==> config.mk <==
export PLATFORM = sky130hd
export DESIGN_NAME = waypoint_to_path_segments_core
export DESIGN_NICKNAME = d
export VERILOG_FILES = /design/src/rtl/core/wps_pkg.sv /design/src/rtl/core/waypoint_to_path_segments_core.sv /design/src/rtl/core/wps_itr.sv
export VERILOG_INCLUDE_DIRS = /design/src /design/src/rtl/core
export SDC_FILE = /design/constraint.sdc
export NUM_CORES = 2
export LEC_CHECK = 0
export BUFFER_PORTS_ARGS = -buffer_cell sky130_fd_sc_hd__buf_2
export CORE_ASPECT_RATIO = 0.5
export CORE_MARGIN = 2
export CORE_UTILIZATION = 60
export CTS_CLUSTER_DIAMETER = 80
export DETAILED_ROUTE_END_ITERATION = 6
export PLACE_DENSITY = 0.83
export SYNTH_ARGS = -nofsm -noshare
export SYNTH_HDL_FRONTEND = slang
export SYNTH_HIERARCHICAL = 1
export SYNTH_SLANG_ARGS = --single-unit
==> constraint.sdc <==
create_clock -name clk -period 11.1 [get_ports clk]
set_input_delay 2.775 -clock clk [delete_from_list [all_inputs] [get_ports clk]]
set_output_delay 2.775 -clock clk [all_outputs]
set_load 0.1 [all_outputs]
==> src/rtl/core/waypoint_to_path_segments_core_defines.svh <==
// Assertion helpers for the path segment core.
`ifndef WAYPOINT_TO_PATH_SEGMENTS_CORE_DEFINES_SVH
`define WAYPOINT_TO_PATH_SEGMENTS_CORE_DEFINES_SVH

// Same-cycle implication, checked outside reset.
`define WPS_ASSERT_IMPL(lbl, ante, cons) \
  lbl: assert property (@(posedge clk) disable iff (!rst_n) (ante) |-> (cons)) \
    else $error("wps assertion failed");

// Next-cycle implication, checked outside reset.
`define WPS_ASSERT_NEXT(lbl, ante, cons) \
  lbl: assert property (@(posedge clk) disable iff (!rst_n) (ante) |=> (cons)) \
    else $error("wps assertion failed");

`endif

==> src/rtl/core/wps_pkg.sv <==
package wps_pkg;

  localparam int unsigned MAX_SEGMENTS_DEF = 256;
  localparam logic [30:0] START_SPEED = 31'd655360;
  localparam logic [30:0] CURV_MAX    = 31'h7FFF_FFFF;
  localparam logic [63:0] CURV_NUM    = 64'h0000_0100_0000_0000;
  // radius at or below this saturates curvature
  localparam logic [30:0] CURV_SAT_R  = 31'd512;

  localparam logic [2:0] MODE_STRAIGHT    = 3'd0;
  localparam logic [2:0] MODE_FLY_RIGHT   = 3'd1;
  localparam logic [2:0] MODE_DRIVE_RIGHT = 3'd2;
  localparam logic [2:0] MODE_ORBIT_RIGHT = 3'd3;
  localparam logic [2:0] MODE_FLY_LEFT    = 3'd4;
  localparam logic [2:0] MODE_DRIVE_LEFT  = 3'd5;
  localparam logic [2:0] MODE_ORBIT_LEFT  = 3'd6;

  localparam logic FUNC_START    = 1'b0;
  localparam logic FUNC_WAYPOINT = 1'b1;

  typedef enum logic {
    OP_DIV,
    OP_SQRT
  } itr_op_t;

  typedef struct packed {
    logic        start;
    itr_op_t     op;
    logic [63:0] a;
    logic [31:0] b;
  } itr_ctrl_t;

  typedef struct packed {
    logic        done;
    logic [31:0] result;
  } itr_stat_t;

  typedef enum logic [4:0] {
    S_IDLE,
    S_CURV_GO,
    S_CURV_WT,
    S_VEC,
    S_SQ_N,
    S_SQ_E,
    S_SQ_ADD,
    S_SQRT_GO,
    S_SQRT_WT,
    S_MUL_N,
    S_DIVN_GO,
    S_DIVN_WT,
    S_MUL_E,
    S_DIVE_GO,
    S_DIVE_WT,
    S_EMIT_A,
    S_HOLD_A,
    S_EMIT_B,
    S_HOLD_B
  } state_t;

endpackage

==> src/rtl/core/waypoint_to_path_segments_core.sv <==
// Waypoint to path segment descriptor generator.
// Input stream: one transaction per route start (tuser = 0) or waypoint
// (tuser = 1, tlast = final waypoint of the route). Output stream: one
// descriptor per transaction, two for orbit waypoints (entry point, then the
// endless orbit point); tlast marks the last descriptor of each input.
// One item is in work at a time; in_tready is high only while idle.
// A start item goes straight to its output state. Other waypoints wait for
// the 31-step curvature division, skipped when the radius is small enough to
// saturate. Orbit waypoints add a 32-step square root and two 31-step
// divisions before the entry point, both skipped when the centre is the
// previous locus; the orbit point follows once the entry point is taken.
// All of it runs on one shared bit-serial divide / square root unit and one
// 31x31 multiplier under the sequencer below.
// A stalled receiver holds the block in its output state; the descriptor
// stays on out_tdata until taken, and no new input is accepted meanwhile.
// Reset clears the descriptor index and the previous locus to zero.
`include "waypoint_to_path_segments_core_defines.svh"
module waypoint_to_path_segments_core #(
  parameter int unsigned MAX_SEGMENTS = wps_pkg::MAX_SEGMENTS_DEF
) (
  input  logic         clk,
  input  logic         rst_n,
  input  logic         in_tvalid,
  output logic         in_tready,
  // mode[2:0], pos_north[34:3], pos_east[66:35], pos_down[98:67],
  // turn_radius[129:99], speed[160:130], zero fill[167:161]
  input  logic [167:0] in_tdata,
  // func
  input  logic         in_tuser,
  // route_end
  input  logic         in_tlast,
  output logic         out_tvalid,
  input  logic         out_tready,
  // seg_index[7:0], locus_north[39:8], locus_east[71:40], locus_down[103:72],
  // seg_speed[134:104], seg_curvature[166:135], zero fill[167]
  output logic [167:0] out_tdata,
  // orbit_forever[0], table_full[1], route_done[2]
  output logic [2:0]   out_tuser,
  // last
  output logic         out_tlast
);

  localparam int IW = $clog2(MAX_SEGMENTS + 1);

  function automatic logic [31:0] sat32(input logic signed [33:0] v);
    if (v > 34'sd2147483647)       sat32 = 32'h7FFF_FFFF;
    else if (v < -34'sd2147483648) sat32 = 32'h8000_0000;
    else                           sat32 = v[31:0];
  endfunction

  wps_pkg::state_t state_r, state_nxt;

  logic        func_r, func_nxt;
  logic [2:0]  mode_r, mode_nxt;
  logic [31:0] cn_r, cn_nxt, ce_r, ce_nxt, cd_r, cd_nxt;
  logic [30:0] rad_r, rad_nxt, spd_r, spd_nxt;
  logic        rend_r, rend_nxt;
  logic [30:0] mag_r, mag_nxt;
  logic [30:0] an_r, an_nxt, ae_r, ae_nxt;
  logic        neg_n_r, neg_n_nxt, neg_e_r, neg_e_nxt, zero_r, zero_nxt;
  logic [61:0] prod_r, prod_nxt;
  logic [62:0] acc_r, acc_nxt;
  logic [31:0] len_r, len_nxt;
  logic [30:0] qn_r, qn_nxt, qe_r, qe_nxt;
  logic [IW-1:0] next_index_r, next_index_nxt;
  logic [31:0] prev_n_r, prev_n_nxt, prev_e_r, prev_e_nxt;

  logic         out_valid_r, out_valid_nxt;
  logic [167:0] out_data_r, out_data_nxt;
  logic [2:0]   out_user_r, out_user_nxt;
  logic         out_last_r, out_last_nxt;

  wps_pkg::itr_ctrl_t itr_ctrl;
  wps_pkg::itr_stat_t itr_stat;

  wps_itr u_itr (
    .clk  (clk),
    .rst_n(rst_n),
    .ctrl (itr_ctrl),
    .stat (itr_stat)
  );

  // mode decode
  logic is_right, is_left, is_orbit;
  always_comb begin
    is_right = 1'b0;
    is_left  = 1'b0;
    unique case (mode_r)
      wps_pkg::MODE_FLY_RIGHT, wps_pkg::MODE_DRIVE_RIGHT,
      wps_pkg::MODE_ORBIT_RIGHT: is_right = 1'b1;
      wps_pkg::MODE_FLY_LEFT, wps_pkg::MODE_DRIVE_LEFT,
      wps_pkg::MODE_ORBIT_LEFT:  is_left = 1'b1;
      default: ;
    endcase
    is_orbit = (mode_r == wps_pkg::MODE_ORBIT_RIGHT) ||
               (mode_r == wps_pkg::MODE_ORBIT_LEFT);
  end

  logic [31:0] curv;
  always_comb begin
    if (is_right)     curv = {1'b0, mag_r};
    else if (is_left) curv = 32'd0 - {1'b0, mag_r};
    else              curv = '0;
  end

  // approach vector from previous locus, scaled to fit 31 bits
  logic signed [32:0] dn, de;
  logic [31:0] abs_n, abs_e;
  always_comb begin
    dn = $signed({cn_r[31], cn_r}) - $signed({prev_n_r[31], prev_n_r});
    de = $signed({ce_r[31], ce_r}) - $signed({prev_e_r[31], prev_e_r});
    abs_n = dn[32] ? 32'(-dn) : dn[31:0];
    abs_e = de[32] ? 32'(-de) : de[31:0];
  end

  // shared multiplier
  logic [30:0] mul_a, mul_b;
  logic [61:0] mul_p;
  always_comb begin
    mul_a = an_r;
    mul_b = rad_r;
    case (state_r)
      wps_pkg::S_SQ_N: begin
        mul_a = an_r;
        mul_b = an_r;
      end
      wps_pkg::S_SQ_E: begin
        mul_a = ae_r;
        mul_b = ae_r;
      end
      wps_pkg::S_MUL_E: mul_a = ae_r;
      default: ;
    endcase
    mul_p = 62'(mul_a) * 62'(mul_b);
  end

  // loci
  logic signed [32:0] offn, offe;
  logic signed [33:0] cn_s, ce_s;
  logic [31:0] en, ee, on, oe;
  always_comb begin
    if (zero_r) begin
      offn = $signed({2'b00, rad_r});
      offe = '0;
    end else begin
      offn = neg_n_r ? -$signed({2'b00, qn_r}) : $signed({2'b00, qn_r});
      offe = neg_e_r ? -$signed({2'b00, qe_r}) : $signed({2'b00, qe_r});
    end
    cn_s = $signed({{2{cn_r[31]}}, cn_r});
    ce_s = $signed({{2{ce_r[31]}}, ce_r});
    en = sat32(cn_s - 34'(offn));
    ee = sat32(ce_s - 34'(offe));
    if (is_right) begin
      on = sat32(cn_s + 34'(offn));
      oe = ee;
    end else begin
      on = en;
      oe = sat32(ce_s + 34'(offe));
    end
  end

  logic [IW-1:0] idx;
  logic          full;
  always_comb begin
    idx  = ((state_r == wps_pkg::S_EMIT_B) && (func_r == wps_pkg::FUNC_START)) ?
           '0 : next_index_r;
    full = idx >= IW'(MAX_SEGMENTS);
  end

  assign in_tready = (state_r == wps_pkg::S_IDLE);

  always_comb begin
    state_nxt      = state_r;
    func_nxt       = func_r;
    mode_nxt       = mode_r;
    cn_nxt         = cn_r;
    ce_nxt         = ce_r;
    cd_nxt         = cd_r;
    rad_nxt        = rad_r;
    spd_nxt        = spd_r;
    rend_nxt       = rend_r;
    mag_nxt        = mag_r;
    an_nxt         = an_r;
    ae_nxt         = ae_r;
    neg_n_nxt      = neg_n_r;
    neg_e_nxt      = neg_e_r;
    zero_nxt       = zero_r;
    prod_nxt       = prod_r;
    acc_nxt        = acc_r;
    len_nxt        = len_r;
    qn_nxt         = qn_r;
    qe_nxt         = qe_r;
    next_index_nxt = next_index_r;
    prev_n_nxt     = prev_n_r;
    prev_e_nxt     = prev_e_r;
    out_valid_nxt  = out_valid_r;
    out_data_nxt   = out_data_r;
    out_user_nxt   = out_user_r;
    out_last_nxt   = out_last_r;
    itr_ctrl.start = 1'b0;
    itr_ctrl.op    = wps_pkg::OP_DIV;
    itr_ctrl.a     = wps_pkg::CURV_NUM;
    itr_ctrl.b     = {1'b0, rad_r};

    unique case (state_r)
      wps_pkg::S_IDLE: begin
        if (in_tvalid) begin
          func_nxt = in_tuser;
          mode_nxt = in_tdata[2:0];
          cn_nxt   = in_tdata[34:3];
          ce_nxt   = in_tdata[66:35];
          cd_nxt   = in_tdata[98:67];
          rad_nxt  = in_tdata[129:99];
          spd_nxt  = in_tdata[160:130];
          rend_nxt = in_tlast;
          state_nxt = (in_tuser == wps_pkg::FUNC_START) ? wps_pkg::S_EMIT_B :
                      wps_pkg::S_CURV_GO;
        end
      end
      wps_pkg::S_CURV_GO: begin
        if (rad_r <= wps_pkg::CURV_SAT_R) begin
          mag_nxt   = wps_pkg::CURV_MAX;
          state_nxt = is_orbit ? wps_pkg::S_VEC : wps_pkg::S_EMIT_B;
        end else begin
          itr_ctrl.start = 1'b1;
          state_nxt      = wps_pkg::S_CURV_WT;
        end
      end
      wps_pkg::S_CURV_WT: begin
        if (itr_stat.done) begin
          mag_nxt   = itr_stat.result[30:0];
          state_nxt = is_orbit ? wps_pkg::S_VEC : wps_pkg::S_EMIT_B;
        end
      end
      wps_pkg::S_VEC: begin
        neg_n_nxt = dn[32];
        neg_e_nxt = de[32];
        if (abs_n[31] | abs_e[31]) begin
          an_nxt = abs_n[31:1];
          ae_nxt = abs_e[31:1];
        end else begin
          an_nxt = abs_n[30:0];
          ae_nxt = abs_e[30:0];
        end
        zero_nxt  = (abs_n == '0) && (abs_e == '0);
        state_nxt = wps_pkg::S_SQ_N;
      end
      wps_pkg::S_SQ_N: begin
        prod_nxt  = mul_p;
        state_nxt = zero_r ? wps_pkg::S_EMIT_A : wps_pkg::S_SQ_E;
      end
      wps_pkg::S_SQ_E: begin
        acc_nxt   = {1'b0, prod_r};
        prod_nxt  = mul_p;
        state_nxt = wps_pkg::S_SQ_ADD;
      end
      wps_pkg::S_SQ_ADD: begin
        acc_nxt   = acc_r + {1'b0, prod_r};
        state_nxt = wps_pkg::S_SQRT_GO;
      end
      wps_pkg::S_SQRT_GO: begin
        itr_ctrl.start = 1'b1;
        itr_ctrl.op    = wps_pkg::OP_SQRT;
        itr_ctrl.a     = {1'b0, acc_r};
        state_nxt      = wps_pkg::S_SQRT_WT;
      end
      wps_pkg::S_SQRT_WT: begin
        if (itr_stat.done) begin
          len_nxt   = itr_stat.result;
          state_nxt = wps_pkg::S_MUL_N;
        end
      end
      wps_pkg::S_MUL_N: begin
        prod_nxt  = mul_p;
        state_nxt = wps_pkg::S_DIVN_GO;
      end
      wps_pkg::S_DIVN_GO: begin
        itr_ctrl.start = 1'b1;
        itr_ctrl.a     = {2'b00, prod_r};
        itr_ctrl.b     = len_r;
        state_nxt      = wps_pkg::S_DIVN_WT;
      end
      wps_pkg::S_DIVN_WT: begin
        if (itr_stat.done) begin
          qn_nxt    = itr_stat.result[30:0];
          state_nxt = wps_pkg::S_MUL_E;
        end
      end
      wps_pkg::S_MUL_E: begin
        prod_nxt  = mul_p;
        state_nxt = wps_pkg::S_DIVE_GO;
      end
      wps_pkg::S_DIVE_GO: begin
        itr_ctrl.start = 1'b1;
        itr_ctrl.a     = {2'b00, prod_r};
        itr_ctrl.b     = len_r;
        state_nxt      = wps_pkg::S_DIVE_WT;
      end
      wps_pkg::S_DIVE_WT: begin
        if (itr_stat.done) begin
          qe_nxt    = itr_stat.result[30:0];
          state_nxt = wps_pkg::S_EMIT_A;
        end
      end
      wps_pkg::S_EMIT_A: begin
        out_valid_nxt = 1'b1;
        out_data_nxt  = {1'b0, 32'd0, spd_r, cd_r, ee, en, 8'(idx)};
        out_user_nxt  = {1'b0, full, 1'b0};
        out_last_nxt  = 1'b0;
        next_index_nxt = full ? idx : idx + IW'(1);
        prev_n_nxt    = en;
        prev_e_nxt    = ee;
        state_nxt     = wps_pkg::S_HOLD_A;
      end
      wps_pkg::S_HOLD_A: begin
        if (out_tready) begin
          out_valid_nxt = 1'b0;
          state_nxt     = wps_pkg::S_EMIT_B;
        end
      end
      wps_pkg::S_EMIT_B: begin
        out_valid_nxt = 1'b1;
        out_last_nxt  = 1'b1;
        next_index_nxt = full ? idx : idx + IW'(1);
        if (func_r == wps_pkg::FUNC_START) begin
          out_data_nxt = {1'b0, 32'd0, wps_pkg::START_SPEED, cd_r, ce_r, cn_r, 8'(idx)};
          out_user_nxt = {1'b0, full, 1'b0};
          prev_n_nxt   = cn_r;
          prev_e_nxt   = ce_r;
        end else if (is_orbit) begin
          out_data_nxt = {1'b0, curv, spd_r, cd_r, oe, on, 8'(idx)};
          out_user_nxt = {rend_r, full, 1'b1};
          prev_n_nxt   = on;
          prev_e_nxt   = oe;
        end else begin
          out_data_nxt = {1'b0, curv, spd_r, cd_r, ce_r, cn_r, 8'(idx)};
          out_user_nxt = {rend_r, full, 1'b0};
          prev_n_nxt   = cn_r;
          prev_e_nxt   = ce_r;
        end
        state_nxt = wps_pkg::S_HOLD_B;
      end
      wps_pkg::S_HOLD_B: begin
        if (out_tready) begin
          out_valid_nxt = 1'b0;
          state_nxt     = wps_pkg::S_IDLE;
        end
      end
      default: state_nxt = wps_pkg::S_IDLE;
    endcase
  end

  always_ff @(posedge clk) begin
    if (!rst_n) begin
      state_r      <= wps_pkg::S_IDLE;
      out_valid_r  <= 1'b0;
      next_index_r <= '0;
      prev_n_r     <= '0;
      prev_e_r     <= '0;
    end else begin
      state_r      <= state_nxt;
      out_valid_r  <= out_valid_nxt;
      next_index_r <= next_index_nxt;
      prev_n_r     <= prev_n_nxt;
      prev_e_r     <= prev_e_nxt;
    end
  end

  always_ff @(posedge clk) begin
    func_r     <= func_nxt;
    mode_r     <= mode_nxt;
    cn_r       <= cn_nxt;
    ce_r       <= ce_nxt;
    cd_r       <= cd_nxt;
    rad_r      <= rad_nxt;
    spd_r      <= spd_nxt;
    rend_r     <= rend_nxt;
    mag_r      <= mag_nxt;
    an_r       <= an_nxt;
    ae_r       <= ae_nxt;
    neg_n_r    <= neg_n_nxt;
    neg_e_r    <= neg_e_nxt;
    zero_r     <= zero_nxt;
    prod_r     <= prod_nxt;
    acc_r      <= acc_nxt;
    len_r      <= len_nxt;
    qn_r       <= qn_nxt;
    qe_r       <= qe_nxt;
    out_data_r <= out_data_nxt;
    out_user_r <= out_user_nxt;
    out_last_r <= out_last_nxt;
  end

  assign out_tvalid = out_valid_r;
  assign out_tdata  = out_data_r;
  assign out_tuser  = out_user_r;
  assign out_tlast  = out_last_r;

  `WPS_ASSERT_IMPL(a_idle_no_out, in_tready, !out_tvalid)
  `WPS_ASSERT_IMPL(a_index_bound, 1'b1, next_index_r <= IW'(MAX_SEGMENTS))
  `WPS_ASSERT_IMPL(a_orbit_last, out_tvalid && out_tuser[0], out_tlast)
  `WPS_ASSERT_NEXT(a_done_waited, itr_stat.done,
                   (state_r == wps_pkg::S_MUL_N) || (state_r == wps_pkg::S_MUL_E) ||
                   (state_r == wps_pkg::S_EMIT_A) || (state_r == wps_pkg::S_EMIT_B) ||
                   (state_r == wps_pkg::S_VEC))

endmodule

==> src/rtl/core/wps_itr.sv <==
// Shared restoring divider / square root, one result bit per cycle.
// Divide: quotient must fit 31 bits (a >> 31 < b). Sqrt: 32 result bits.
module wps_itr (
  input  logic              clk,
  input  logic              rst_n,
  input  wps_pkg::itr_ctrl_t ctrl,
  output wps_pkg::itr_stat_t stat
);

  logic             busy_r, busy_nxt;
  logic             done_r, done_nxt;
  logic [5:0]       cnt_r, cnt_nxt;
  wps_pkg::itr_op_t op_r, op_nxt;
  logic [31:0]      b_r, b_nxt;
  logic [63:0]      x_r, x_nxt;
  logic [33:0]      rem_r, rem_nxt;
  logic [31:0]      q_r, q_nxt;

  logic [35:0] cand, trial, diff;
  logic        ge;

  always_comb begin
    if (op_r == wps_pkg::OP_SQRT) begin
      cand  = {rem_r, x_r[63:62]};
      trial = {2'b00, q_r, 2'b01};
    end else begin
      cand  = {1'b0, rem_r, x_r[63]};
      trial = {4'b0000, b_r};
    end
    ge   = cand >= trial;
    diff = cand - trial;
  end

  always_comb begin
    busy_nxt = busy_r;
    done_nxt = 1'b0;
    cnt_nxt  = cnt_r;
    op_nxt   = op_r;
    b_nxt    = b_r;
    x_nxt    = x_r;
    rem_nxt  = rem_r;
    q_nxt    = q_r;
    if (ctrl.start) begin
      busy_nxt = 1'b1;
      op_nxt   = ctrl.op;
      b_nxt    = ctrl.b;
      q_nxt    = '0;
      if (ctrl.op == wps_pkg::OP_SQRT) begin
        rem_nxt = '0;
        x_nxt   = ctrl.a;
        cnt_nxt = 6'd32;
      end else begin
        rem_nxt = {1'b0, ctrl.a[63:31]};
        x_nxt   = {ctrl.a[30:0], 33'd0};
        cnt_nxt = 6'd31;
      end
    end else if (busy_r) begin
      rem_nxt = ge ? diff[33:0] : cand[33:0];
      q_nxt   = {q_r[30:0], ge};
      x_nxt   = (op_r == wps_pkg::OP_SQRT) ? {x_r[61:0], 2'b00} : {x_r[62:0], 1'b0};
      cnt_nxt = cnt_r - 6'd1;
      if (cnt_r == 6'd1) begin
        busy_nxt = 1'b0;
        done_nxt = 1'b1;
      end
    end
  end

  always_ff @(posedge clk) begin
    if (!rst_n) begin
      busy_r <= 1'b0;
      done_r <= 1'b0;
      cnt_r  <= '0;
    end else begin
      busy_r <= busy_nxt;
      done_r <= done_nxt;
      cnt_r  <= cnt_nxt;
    end
  end

  always_ff @(posedge clk) begin
    op_r  <= op_nxt;
    b_r   <= b_nxt;
    x_r   <= x_nxt;
    rem_r <= rem_nxt;
    q_r   <= q_nxt;
  end

  assign stat.done   = done_r;
  assign stat.result = q_r;

endmodule

* Yosys cells after proc, flatten, opt, wreduce, memory -nomap -nowiden
Cells that the tools add are included.
** Storage, ports and cells
- Input port bits :: 174
- Logic and storage cells :: 207
- Output and inout port bits :: 174
- Register bits after elaboration :: 900
** Cells by class
- $mul :: 1
- Reductions and logical operators :: 27
- Bitwise gates (word level) :: 4
- $lt $le $gt $ge :: 11
- Muxes and demuxes :: 79
- Equal/unequal tests :: 34
- $add $sub $neg :: 15
** Operators with widths (number)
- 2-to-1 mux 32 bit :: 19
- one-hot mux 168 bit (2 select lines) :: 1
- 2-to-1 mux 64 bit :: 4
- one-hot mux 63 bit (2 select lines) :: 2
- 2-to-1 mux 31 bit :: 6
- 2-to-1 mux 167 bit :: 1
- greater-than comparator 34 x 32 -> 1 bit (second input constant) :: 4
- less-than comparator 34 x 32 -> 1 bit (second input constant) :: 4
- 2-to-1 mux 34 bit :: 4
- 2-to-1 mux 33 bit :: 4
- one-hot mux 32 bit (2 select lines) :: 2
- one-hot mux 31 bit (2 select lines) :: 2
- one-hot mux 5 bit (19 select lines) :: 1
- 2-to-1 mux 72 bit :: 1
- adder 32 x 33 -> 34 bit :: 2
- subtractor 32 x 33 -> 34 bit :: 2
- negator 31 -> 33 bit :: 2
- subtractor 32 x 32 -> 33 bit :: 2
- logical NOT 32 bit :: 2
- negator 32 bit :: 2
- adder 63 x 62 -> 63 bit :: 1
- multiplier 31 x 31 -> 62 bit :: 1
- 2-to-1 mux 5 bit :: 10
- == test 5 x 4 -> 1 bit (second input constant) :: 8
- other kinds (37) :: 84

* Depth between registers and ports, before layout
- Depth in word-level cells :: 11
- Depth in mapped cells :: 41
- Gate-level depth less buffers :: 36

* By module
The synthesis kept the hierarchy.
** Modules (own cells, without submodules)
- waypoint_to_path_segments_core :: cells each 8196, instances 1, sequential area each 21070.2 um^2, area an instance 77021.4 um^2
- wps_itr :: cells each 998, instances 1, sequential area each 4734.5 um^2, area an instance 10423.7 um^2

* Worst setup path after synthesis
No wires, ideal clock.
- Path type :: register to register
- Start point :: register state_r[1]
- End point :: register prod_r[61] (data pin)
- Period minus slack after synthesis :: 10152 ps
- Arrival time :: 9893 ps
- Stages on the path, launching flop included :: 38
- Library setup time :: 260 ps
- Data required time :: 10840 ps
- Slack :: 948 ps
- Path buffers :: 5
- Cell sequence :: dfxtp_1 > clkbuf_1 > nor2_1 > nand3_1 > clkbuf_1 > buf_1 > clkbuf_1 > mux2i_1 > clkbuf_1 > nor2_1 > fa_1 > fa_1 > fa_1 > inv_1 > fa_1 > inv_1 > fa_1 > fa_1 > [... 2 more ...] > fa_1 > inv_1 > ha_1 > a21o_1 > a21o_1 > a21o_1 > a21o_1 > a41oi_1 > o211ai_1 > a41o_1 > a221o_1 > a21oi_1 > o311ai_0 > nand3_1 > a31oi_1 > a221o_1 > a21oi_1 > xnor2_1
** On the way
- Word-level cells in the longest chain between the ends :: 4
- Elaborated cells on any way between the ends :: 7
- Classes of those cells :: 1 x mul; 3 x eq/ne; 2 x mux; 1 x reduce/logical
** Ends and longest elaborated chain
- start: declaration :: line waypoint_to_path_segments_core.sv:51 : wps_pkg::state_t state_r, state_nxt;
- start signal: assignment :: line waypoint_to_path_segments_core.sv:355 : state_r <= wps_pkg::S_IDLE;
- start signal: assignment :: line waypoint_to_path_segments_core.sv:361 : state_r <= state_nxt;
- == test 5 x 3 -> 1 bit / == test 5 x 4 -> 1 bit (equally long branches) :: line waypoint_to_path_segments_core.sv:122 : case (state_r)
- OR reduction 2 bit (no source line)
- 2-to-1 mux 31 bit :: line waypoint_to_path_segments_core.sv:122
- multiplier 31 x 31 -> 62 bit * :: line waypoint_to_path_segments_core.sv:134 : mul_p = 62'(mul_a) * 62'(mul_b);
- named net mul_p[61] :: line waypoint_to_path_segments_core.sv:118 : logic [61:0] mul_p;
- end signal: assignment :: line waypoint_to_path_segments_core.sv:384 : prod_r <= prod_nxt;
- end: declaration :: line waypoint_to_path_segments_core.sv:61 : logic [61:0] prod_r, prod_nxt;
The timed path passes the listed nets; every way through them passes the cells marked *.
A chain may end at the register's enable or synchronous reset.

* Worst setup path after layout
- Start point :: register state_r[3]
- End point :: register prod_r[61] (data pin)
The elaborated chain is that of the path after synthesis.

==> impl_metrics.ini <==
[place]
gp_congestion = 1.05
dpl_worst_slack_ps = 609
dp_hpwl_um = 223000
io_buffer_count = 339
placedCellCount = 11200

[global_routing]
grt_use_total_pct = 38.6
grt_pass1_wl_um = 431000
grt_pass1_vias = 70700
antenna_found_initial = 23
grt_overflow = 0
grt_max_degree = 164

[die]
rows = 98
core_area_sq_mm = 0.144
io_pins = 348
fp.dieW_um = 544
initial_core_util_pct = 60.8
chipHeight_um = 274
die_area_sq_mm = 0.149

[synth]
yosys-top-cells-count = inv_1 (1100), nand2_1 (980), nor2_1 (935), fa_1 (845), edfxtp_1 (780)
ys_seq_area_share_pct = 29.5
yosys.cell_types.count = 120
syn-cell-area_sq_mm = 0.0874
synth-warning-count = 6
yosysMostFrequentCell = inv_1
avgSynthCellArea_sq_um = 9.51
ys_async_sr_fraction_pct = 0
synth_top_area_share_pct = 26.8
ys_ff_latch = 899
yosysTopAreaCell = edfxtp_1
synth_top_cells_by_area = edfxtp_1 (27%), fa_1 (19%), ha_1 (8.0%)
synth_enable_flop_cells = 780
synthCells = 9194
synth_flop_cell = edfxtp_1

[status]
status = completed

[timing]
hold_viol = 0
worst_slack_ps = 469
tightest_slew_ps = 1280
report.final.slew_viol_count = 0
fin_crit_ps = 10630
hold_slack_ps = 419
setup_tns_ps = 0
fin_crit_sh_pct = 95.8
rsz0062_at_grt = false
finalClockSkew_ps = 31.6
relSlewSlack_pct = 14.4
finalSetupViolations = 0
fmax_mhz = 94.1

[detailed_routing]
drt_wl_total_um = 288000
drt_iter0_drc = 8795
drc_errors = 0
dr_total_vias = 72500
viasPerCell = 6.36
drt-pass1-iter-count = 7
detail-route-antenna-nets = 0
routedWlPerCell_um = 25.3

[cts]
cts.path.max_buffers = 3
htree_num_levels = 3
clk_latency_ps = 710
cts.clk_slew.worst_paths_ps = 70
cts_tree = done
cts_setup_buffers = 0
clockRootBuffer = clkbuf_16
cts_buffers = 85
cts.sinks = 899

[setup_path]
critPathCaptureType = register
slowest_stage = mux2_1
worst-setup-path-type = reg -> reg
crit_path_start_kind = register
critPathMaxFanout = 22
cp_common_cell = fa_1
slowest_delay_ps = 760
cp.arrival_ps = 11080
required_ps = 11550

[layout]
regArea_sq_mm = 0.0258
nets = 10900
final_cells = 11400
num-fill-cells = 11400
multiInputGateArea_sq_mm = 0.0558
drive_above_1_share_pct = 10.5
area_growth_pct = 7.83

[worst_hold_path]
hold_path.class = reg -> reg

[flow_run]
max_cap_violations = 0
-- final timing paths --
path,endpoint,slack [ps],from,depth (start not counted)
setup / recovery,prod_r[61],470,state_r[3],32
hold reg to reg,out_tdata[85],420,cd_r[13],0
setup reg to reg,prod_r[61],470,state_r[3],32
hold / removal,out_tdata[85],420,cd_r[13],0
-- sequential cells by signal (all words and copies together) (netlist names), 34 cells and up --
register and cells:
prod_r 62, acc_r 63, out_tdata 167, u_itr/x_r 64
u_itr/rem_r 34
-- cells by family after synthesis --
kind of cell | count (synthesis) | synth area share [%]
AOI/OAI and AO/OA | 1849 | 13.9
xor gates and xnor gates | 414 | 4.19
adders and majority gates | 1401 | 27.3
buffers and inverters | 1563 | 6.90
DFF | 899 | 29.5
muxes | 360 | 4.30
other | 1 | 0.00429
and+or+nand+nor | 2707 | 13.9
-- final cells by class --
| class | count | area share [%] |
|---|---|---|
| Multi-Input combinational cell | 6734 | 59.2 |
| Sequential cell | 899 | 27.4 |
| Inverter | 1105 | 4.41 |
| Timing Repair Buffer | 535 | 3.41 |
| Tap cell | 1950 | 2.59 |
| Clock buffer | 100 | 2.43 |
| Clock inverter | 57 | 0.561 |
| Antenna cell | 19 | 0.0504 |
-- placed cells by master (no fill, tap or decap), types with 94 or more instances in the layout --
cell	netlist	routed
a21o_1	191	191
a21oi_1	485	479
buf_2	20	339
buf_4	9	192
dfxtp_1	119	117
edfxtp_1	780	780
fa_1	845	845
ha_1	556	556
inv_1	1100	1100
mux2_2	94	94
mux2i_1	258	248
nand2_1	980	975
nand3_1	106	105
nor2_1	935	932
nor3_1	109	106
o21ai_0	411	409
xnor2_1	230	230
xor2_1	181	181
-- repair_timing --
| item | in CTS | in global routing |
|---|---|---|
| hold endpoints to repair | 0 | 0 |
| resized for setup | 0 | 2 |
| hold buffers | 0 | 0 |
| setup endpoints to repair | 0 | 1 |
-- critical path, delay by kind of cell (launching register included) --
family / cells / cell delay (ps)
flops: 1 / 350
buf+inv: 4 / 610
xor+xnor: 2 / 330
fa+ha+maj: 9 / 4550
mux: 1 / 760
compound gates: 13 / 2900
simple gates: 3 / 790
-- through the flow --
step                      area [sq um]  util, %
after floorplan                  87500        -
after global placement           91400     63.6
after detailed placement         91400     63.6
after CTS                        94200     65.5
after global routing             94300     65.5
final                            94300     65.6
-- layer usage --
metal	vias to the layer above	track usage [%]	part of all wire, %
met5	-	0	0.021
met4	10	19.6	6.0
met3	947	11.8	14
met2	4483	56.8	42
met1	35400	51.6	38
li1	31600	-	-
Power is left out: the tool's default activity adds up to more than one toggle a clock period on the data nets, which glitch-free logic cannot reach.
